File: config.mk
export PLATFORM = sky130hd
export DESIGN_NAME = sorted_region_table_lookup_core
export DESIGN_NICKNAME = d
export VERILOG_FILES = /design/src/rtl/core/srtl_pkg.sv /design/src/rtl/core/sorted_region_table_lookup_core.sv
export SDC_FILE = /design/constraint.sdc
export NUM_CORES = 2
export LEC_CHECK = 0
export ABC_AREA = 1
export BUFFER_PORTS_ARGS = -buffer_cell sky130_fd_sc_hd__buf_2
export CORE_MARGIN = 2
export CORE_UTILIZATION = 35
export DETAILED_ROUTE_END_ITERATION = 7
export PLACE_DENSITY_LB_ADDON = 0.08
export RECOVER_POWER = 25
export SETUP_SLACK_MARGIN = 0.1
export SYNTH_ARGS = -nofsm -noshare
export SYNTH_HDL_FRONTEND = slang
export SYNTH_SLANG_ARGS = --single-unit
File: constraint.sdc
create_clock -name clk -period 14.63 [get_ports clk]
set_clock_uncertainty 0.2 [all_clocks]
set_input_delay 2.926 -clock clk [delete_from_list [all_inputs] [get_ports clk]]
set_output_delay 2.926 -clock clk [all_outputs]
set_load 0.02 [all_outputs]
File: src/rtl/core/srtl_pkg.sv
// ----------------------------------------------------------------------------
// srtl_pkg
// Shared constants for the sorted region table: sizing defaults, field
// widths, command codes and result status codes.
// ----------------------------------------------------------------------------
`default_nettype none

package srtl_pkg;

  // Default sizing
  localparam int DEF_TABLE_DEPTH = 16;
  localparam int DEF_ADDR_BITS   = 39;

  // Fixed field widths
  localparam int SLOT_W   = 4;
  localparam int FLAGS_W  = 8;
  localparam int STATUS_W = 3;

  typedef logic [STATUS_W-1:0] status_t;

  // Command codes
  localparam logic CMD_INSERT = 1'b0;
  localparam logic CMD_LOOKUP = 1'b1;

  // Result status codes
  localparam status_t ST_OK      = 3'd0;
  localparam status_t ST_MISS    = 3'd1;
  localparam status_t ST_EMPTY   = 3'd2;
  localparam status_t ST_OVERLAP = 3'd3;
  localparam status_t ST_FULL    = 3'd4;

endpackage

`default_nettype wire

File: src/rtl/core/sorted_region_table_lookup_core.sv
// ----------------------------------------------------------------------------
// sorted_region_table_lookup_core
// Table of half-open address regions kept sorted by start address in one
// synchronous memory, with insert and lookup commands and a last-hit cache.
// ----------------------------------------------------------------------------
// Usage:
//   Input channel (in_valid/in_stall) carries one command item: cmd selects
//   insert (region_start, region_end, region_flags) or lookup (lookup_addr).
//   Output channel (out_valid/out_stall) returns one result item per command:
//   status, slot and, on a lookup hit, the found region.
//   Items are handled one at a time; the scan and the shift walk the single
//   read port of the region memory one entry per cycle.
//   The next item is taken the cycle after the result moves to the output
//   register, while that result may still wait there.
//   Reset (rst, synchronous) empties the table and drops the cached slot; the
//   memory itself needs no clearing pass.
//   While out_stall is high the result holds; a finished item waits in the
//   staging state and no new item is taken until it moves to the output.
// ----------------------------------------------------------------------------
`default_nettype none

module sorted_region_table_lookup_core
  import srtl_pkg::*;
#(
  parameter int TABLE_DEPTH = DEF_TABLE_DEPTH,
  parameter int ADDR_BITS   = DEF_ADDR_BITS
) (
  input  wire logic                 clk,
  input  wire logic                 rst,
  // command items
  input  wire logic                 in_valid,
  output logic                      in_stall,
  input  wire logic                 cmd,
  input  wire logic [ADDR_BITS-1:0] region_start,
  input  wire logic [ADDR_BITS:0]   region_end,
  input  wire logic [FLAGS_W-1:0]   region_flags,
  input  wire logic [ADDR_BITS-1:0] lookup_addr,
  // result items
  output logic                      out_valid,
  input  wire logic                 out_stall,
  output status_t                   status,
  output logic [SLOT_W-1:0]         slot,
  output logic [ADDR_BITS-1:0]      found_start,
  output logic [ADDR_BITS:0]        found_end,
  output logic [FLAGS_W-1:0]        found_flags
);

  localparam int IDX_W = (TABLE_DEPTH > 1) ? $clog2(TABLE_DEPTH) : 1;
  localparam int CNT_W = $clog2(TABLE_DEPTH + 1);

  typedef struct packed {
    logic [ADDR_BITS-1:0] base;
    logic [ADDR_BITS:0]   limit;
    logic [FLAGS_W-1:0]   flags;
  } entry_t;

  typedef enum logic [2:0] {
    S_IDLE, S_PROBE, S_PCHK, S_SCAN, S_CHECK, S_SHIFT, S_DONE
  } state_t;

  state_t state;

  // Region memory
  entry_t mem [TABLE_DEPTH];
  entry_t rdata;
  logic [IDX_W-1:0] rd_addr;
  logic             we;
  logic [IDX_W-1:0] waddr;
  entry_t           wdata;

  // Latched command
  logic                 cmd_q;
  logic [ADDR_BITS-1:0] s_q;
  logic [ADDR_BITS:0]   e_q;
  logic [FLAGS_W-1:0]   flags_q;
  logic [ADDR_BITS-1:0] a_q;

  // Table state
  logic [CNT_W-1:0] count;
  logic [IDX_W-1:0] lh_idx;
  logic             lh_valid;

  // Scan and shift bookkeeping
  logic [CNT_W-1:0]     scan_idx;
  logic                 pend;
  logic [IDX_W-1:0]     cmp_idx;
  logic [ADDR_BITS:0]   prev_end;
  logic                 prev_seen;
  logic [ADDR_BITS-1:0] next_start;
  logic                 found_q;
  logic [CNT_W-1:0]     p_idx;
  logic [CNT_W-1:0]     sh_rd;
  logic                 sh_pend;
  logic [IDX_W-1:0]     sh_wr;

  // Staged result
  status_t              res_status;
  logic [SLOT_W-1:0]    res_slot;
  logic [ADDR_BITS-1:0] res_start;
  logic [ADDR_BITS:0]   res_end;
  logic [FLAGS_W-1:0]   res_flags;

  logic             holds;
  logic             scan_stop;
  logic             overlap;
  logic             sh_more;
  logic [CNT_W-1:0] sh_rd_m1;
  logic             wr_new;
  logic             load_out;

  // Compare the read entry against the latched command
  assign holds     = (rdata.base <= a_q) && ({1'b0, a_q} < rdata.limit);
  assign scan_stop = pend && ((cmd_q == CMD_LOOKUP) ? holds : (rdata.base > s_q));
  assign overlap   = (prev_seen && (prev_end > {1'b0, s_q})) ||
                     (found_q && (e_q > {1'b0, next_start}));
  assign sh_more   = (sh_rd > p_idx);
  assign sh_rd_m1  = sh_rd - CNT_W'(1);
  assign wr_new    = (state == S_SHIFT) && !sh_more && !sh_pend;
  assign load_out  = (state == S_DONE) && (!out_valid || !out_stall);
  assign in_stall  = rst || (state != S_IDLE);

  // Select memory read address and write port
  always_comb begin
    case (state)
      S_PROBE: rd_addr = lh_idx;
      S_SHIFT: rd_addr = sh_rd_m1[IDX_W-1:0];
      default: rd_addr = scan_idx[IDX_W-1:0];
    endcase
    we    = 1'b0;
    waddr = sh_wr;
    wdata = rdata;
    if (state == S_SHIFT && sh_pend) begin
      we = 1'b1;
    end else if (wr_new) begin
      we          = 1'b1;
      waddr       = p_idx[IDX_W-1:0];
      wdata.base  = s_q;
      wdata.limit = e_q;
      wdata.flags = flags_q;
    end
  end

  // Memory write port
  always_ff @(posedge clk) begin
    if (we) begin
      mem[waddr] <= wdata;
    end
  end

  // Memory read port, registered
  always_ff @(posedge clk) begin
    rdata <= mem[rd_addr];
  end

  // Control sequencer and output register
  always_ff @(posedge clk) begin
    if (rst) begin
      state     <= S_IDLE;
      out_valid <= 1'b0;
      count     <= '0;
      lh_idx    <= '0;
      lh_valid  <= 1'b0;
      pend      <= 1'b0;
      sh_pend   <= 1'b0;
    end else begin
      // Load a staged result, or drop one the receiver took
      if (load_out) begin
        out_valid <= 1'b1;
      end else if (out_valid && !out_stall) begin
        out_valid <= 1'b0;
      end
      case (state)
        S_IDLE: begin
          if (in_valid) begin
            cmd_q     <= cmd;
            s_q       <= region_start;
            e_q       <= region_end;
            flags_q   <= region_flags;
            a_q       <= lookup_addr;
            scan_idx  <= '0;
            pend      <= 1'b0;
            prev_seen <= 1'b0;
            res_slot  <= '0;
            res_start <= '0;
            res_end   <= '0;
            res_flags <= '0;
            if (cmd == CMD_INSERT) begin
              if ({1'b0, region_start} >= region_end) begin
                res_status <= ST_EMPTY;
                state      <= S_DONE;
              end else begin
                state <= S_SCAN;
              end
            end else if (lh_valid) begin
              state <= S_PROBE;
            end else begin
              state <= S_SCAN;
            end
          end
        end

        S_PROBE: begin
          state <= S_PCHK;
        end

        // Try the cached slot before scanning
        S_PCHK: begin
          if (holds) begin
            res_status <= ST_OK;
            res_slot   <= SLOT_W'(lh_idx);
            res_start  <= rdata.base;
            res_end    <= rdata.limit;
            res_flags  <= rdata.flags;
            state      <= S_DONE;
          end else begin
            state <= S_SCAN;
          end
        end

        // Walk entries from slot 0, one read issued per cycle
        S_SCAN: begin
          if (pend && !scan_stop) begin
            prev_end  <= rdata.limit;
            prev_seen <= 1'b1;
          end
          if (scan_stop) begin
            pend <= 1'b0;
            if (cmd_q == CMD_LOOKUP) begin
              res_status <= ST_OK;
              res_slot   <= SLOT_W'(cmp_idx);
              res_start  <= rdata.base;
              res_end    <= rdata.limit;
              res_flags  <= rdata.flags;
              lh_idx     <= cmp_idx;
              lh_valid   <= 1'b1;
              state      <= S_DONE;
            end else begin
              p_idx      <= CNT_W'(cmp_idx);
              found_q    <= 1'b1;
              next_start <= rdata.base;
              state      <= S_CHECK;
            end
          end else if (scan_idx == count) begin
            pend <= 1'b0;
            if (cmd_q == CMD_LOOKUP) begin
              res_status <= ST_MISS;
              state      <= S_DONE;
            end else begin
              p_idx   <= count;
              found_q <= 1'b0;
              state   <= S_CHECK;
            end
          end else begin
            pend     <= 1'b1;
            cmp_idx  <= scan_idx[IDX_W-1:0];
            scan_idx <= scan_idx + CNT_W'(1);
          end
        end

        // Check neighbors and capacity
        S_CHECK: begin
          if (overlap) begin
            res_status <= ST_OVERLAP;
            state      <= S_DONE;
          end else if (count == CNT_W'(TABLE_DEPTH)) begin
            res_status <= ST_FULL;
            state      <= S_DONE;
          end else begin
            sh_rd   <= count;
            sh_pend <= 1'b0;
            state   <= S_SHIFT;
          end
        end

        // Move entries up from the top, then write the new one
        S_SHIFT: begin
          if (sh_more) begin
            sh_rd   <= sh_rd_m1;
            sh_wr   <= sh_rd[IDX_W-1:0];
            sh_pend <= 1'b1;
          end else if (sh_pend) begin
            sh_pend <= 1'b0;
          end else begin
            count <= count + CNT_W'(1);
            if (lh_valid && (CNT_W'(lh_idx) >= p_idx)) begin
              lh_idx <= lh_idx + IDX_W'(1);
            end
            res_status <= ST_OK;
            res_slot   <= SLOT_W'(p_idx);
            state      <= S_DONE;
          end
        end

        // Hand the staged result to the output register
        S_DONE: begin
          if (load_out) begin
            status      <= res_status;
            slot        <= res_slot;
            found_start <= res_start;
            found_end   <= res_end;
            found_flags <= res_flags;
            state       <= S_IDLE;
          end
        end

        default: begin
          state <= S_IDLE;
        end
      endcase
    end
  end

  // Checks
  a_count_bound: assert property (@(posedge clk) disable iff (rst)
    count <= CNT_W'(TABLE_DEPTH))
    else $error("entry count exceeds table depth");

  a_cache_in_table: assert property (@(posedge clk) disable iff (rst)
    lh_valid |-> (CNT_W'(lh_idx) < count))
    else $error("cached slot outside the filled table");

  a_out_from_done: assert property (@(posedge clk) disable iff (rst)
    $rose(out_valid) |-> $past(state == S_DONE))
    else $error("result presented without a staged item");

  a_insert_grows: assert property (@(posedge clk) disable iff (rst)
    wr_new |=> (count == $past(count) + CNT_W'(1)))
    else $error("insert write did not grow the table");

endmodule

`default_nettype wire

==> metrics.md <==
| Metric | Value |
|---|---|
| Hold_buf cts | `0` |
| Post-route clock period utilization | `59.16%` |
| Drt initial violations | `4534` |
| Core box area | `0.2268 mm2` |
| Async set-reset flop share out of synthesis | `0%` |
| Worst-Margin Slew | `3.051 ns` |
| DRT antenna net count | `0` |
| Setup tns final | `0 ns` |
| P per Cell Area | `195.7 mW/mm2` |
| Post-DP Area | `0.08465 mm2` |
| Synth Instances | `6356` |
| Rel. slew slack | `-103.4%` |
| Gpl congestion | `0.8837` |
| Worst path bufs/invs | `7` |
| Port bufs | `226` |
| Final Cell Area | `0.09097 mm2` |
| RSZ-0062 raised after global routing | `no` |
| Grt ovf | `0` |
| Die height | `481.1 um` |
| Violated checks | `max-capacitance violations, max-slew violations` |
| DR pass1 iterations | `5` |
| CTS tree | `done` |
| Post-Syn Area | `0.07966 mm2` |
| Post-synth EDFFs | `1811` |
| CP Max Fanout | `58` |
| Routed vias/inst | `4.999` |
| Starting Density | `35.12%` |
| Seq cells post-synth | `1914` |
| Max-Cap Viols | `9` |
| Post-synthesis sequential area ratio | `70.86%` |
| Post_cts resized | `0` |
| Pin count of the biggest net entering global routing | `217` |
| Ys flop type | `edfxtp_1` |
| Num CTS Buffers | `210` |
| Longest Clk Path Bufs | `3` |
| Nets | `7002` |
| Startpoint Class | `flop` |
| Cell family with most CP delay | `buffers and inverters` |
| Clock slew at reported path FFs | `0.06 ns` |
| CP most frequent cell | `nor2_1` |
| Final number of setup-violating endpoints | `0` |
| Hold Crit Class | `flop to flop` |
| Critical Path Slowest Stage Cell | `clkbuf_1` |
| Initial antenna violation count | `22` |
| Layout cells sized above 1 | `8.004%` |
| Die Area | `0.2314 mm2` |
| Rows | `175` |
| IO Count | `227` |
| F_max | `115.5 MHz` |
| Die Wd | `481.1 um` |
| CTS Root Cell | `clkbuf_16` |
| Max H-tree Level | `4` |
| Critical path required time | `14.91 ns` |
| Critical Path End Type | `flop` |
| First-pass GRT wire length | `341.5 mm` |
| Largest stage delay on the critical path | `2.02 ns` |
| Yosys cell types | `51` |
| Slew Viols, Final | `275` |
| Crit path cell chain | `clkinv_1 > nor2_1 > inv_1 > nor2_1 > inv_1 > nor2_1 > nand2_4 > clkbuf_1 > inv_4 > or2_2 > o21ai_0 > nand2_1 > nor2_4 > buf_4 > buf_4` |
| Total Wirelength | `239.6 mm` |
| CTS Sinks | `1914` |
| Layout area overhead | `14.20%` |
| Yosys warns | `0` |
| Total track usage | `20.49%` |
| Via count | `49120` |
| Maximum vdd drop | `0.1764 mV` |
| Net Count, Synth | `6734` |
| # Post-CTS Setup Buffers | `0` |
| Final Hold Violating Endpoints | `0` |
| Leak pwr | `34.15 nW` |
| Outcome | `complete, but fails checks` |
| Final HPWL DP | `140.0 mm` |
| Post-route DRC | `0` |
| Avg Inst Size Synth | `12.53 um2` |
| Vias in the first global route | `46940` |
| WL per Instance | `24.39 um` |
| Clk_lat worst skew | `0.87 ns` |
| Arrival @ worst endpoint | `8.93 ns` |
| WS Path Type | `flop to flop` |
| Post-layout min period | `8.656 ns` |
## where the power goes
part / leakage (nW) / internal [W] / switching [W]
Clock: 3.25 / 0.00295 / 0.00221
Sequential: 17.2 / 0.00715 / 0.000270
Combinational: 13.7 / 0.00128 / 0.00395
Total: 34.1 / 0.0114 / 0.00643
## sequential cells by signal (all words and copies together), names as in the netlist, 8 cells and up
name and flops:
mem 1392, rdata 87, e_q 40, found_end 40, prev_end 40, res_end 40
a_q 39, found_start 39, next_start 39, res_start 39, s_q 39, flags_q 8
found_flags 8, res_flags 8
## cell type report
cell class / instances / area (um2)
multi-input combinational: 3180 / 18440
inverter: 955 / 3615
antenna: 6 / 15.01
tap: 3009 / 3765
clock buffer: 320 / 5995
sequential: 1914 / 56440
fill: 21550 / 135900
timing repair buffer: 363 / 1984
clock inverter: 77 / 710.7
## through the flow
stage | cells | total power, W | utilization, % | worst slack (ns) | hold WS [ns]
after CTS | 9818 | 0.01804 | 40.27 | 7.589 | 0.2122
after global placement | 9419 | 0.01281 | 37.31 | 7.612 | 0.2004
after floorplan | 6356 | 0.01063 | - | 3.859 | 0.2003
final | 9824 | 0.01780 | 40.10 | 5.974 | 0.2140
after global routing | 9819 | 0.01875 | 40.10 | 5.262 | 0.2181
after detailed placement | 9421 | 0.01284 | 37.31 | 7.586 | 0.2045
## synth_stat cells (all sizes together) (5+ instances only)
master	count	share of area (%)
nand2	896	4.2
nor2	252	1.2
inv	953	4.5
a21oi	319	2.0
nand3b	5	0.047
ha	247	3.9
o21a	8	0.075
or2	5	0.039
edfxtp	1811	68
o211ai	176	1.7
nand3	66	0.41
mux2i	116	1.5
o21bai	5	0.047
nand4	22	0.17
o221ai	150	1.6
a21o	7	0.066
o21ai	836	5.3
nor4	5	0.039
nor3	12	0.075
clkbuf	176	0.83
o311ai	29	0.32
buf	131	0.92
dfxtp	103	2.6
## metal layers
layer	up-vias	routed length [um]	part of all wire, %	GRT usage [%]
met3	268	14390	6.0	3.301
met5	-	13	0.0054	0
met2	1354	104200	43	30.95
met4	2	3996	1.7	4.163
li1	23100	-	-	-
met1	24390	117000	49	31.00
## cell families (layout without fill, tap and decap cells)
family | Yosys count | count (layout) | share of synthesized area (%)
adders and majority gates | 247 | 247 | 3.880
and+or+nand+nor | 1267 | 1267 | 6.270
buffers and inverters | 1262 | 1715 | 6.255
AOI/OAI and AO/OA | 1548 | 1548 | 11.26
DFF | 1914 | 1914 | 70.86
xor gates and xnor gates | 2 | 2 | 0.02199
muxes | 116 | 116 | 1.458
other | 0 | 6 | 0
## cells in the final DEF, fill, tap and decap left out, types with 14 or more instances in the layout
cell type | Yosys | layout
nand4_1 | 22 | 22
clkbuf_8 | 0 | 22
ha_1 | 247 | 247
dfxtp_1 | 103 | 103
buf_12 | 0 | 14
clkinv_1 | 2 | 30
o311ai_1 | 26 | 26
a21oi_1 | 319 | 319
edfxtp_1 | 1811 | 1811
clkinv_2 | 0 | 25
clkbuf_16 | 0 | 215
inv_1 | 946 | 946
o21ai_0 | 815 | 771
nor2_4 | 1 | 18
mux2i_1 | 116 | 116
o21ai_2 | 0 | 15
clkbuf_1 | 175 | 239
buf_4 | 24 | 61
o211ai_1 | 175 | 175
o221ai_1 | 150 | 150
buf_2 | 89 | 132
o21ai_1 | 21 | 50
nand3_1 | 66 | 66
nand2_1 | 896 | 895
nor2_1 | 249 | 234
## final timing paths
kind / slack, ns / depth (start not counted) / to / startpoint
max: 5.97 / 15 / mem[10][38]$_DFFE_PP_ / state[0]$_SDFFE_PP0P_
min: 0.21 / 0 / slot[2]$_DFFE_PP_ / res_slot[2]$_DFFE_PP_
max reg2reg: 5.97 / 15 / mem[10][38]$_DFFE_PP_ / state[0]$_SDFFE_PP0P_
min reg2reg: 0.21 / 0 / slot[2]$_DFFE_PP_ / res_slot[2]$_DFFE_PP_
Note: power is estimated with default switching activity, not from simulation.
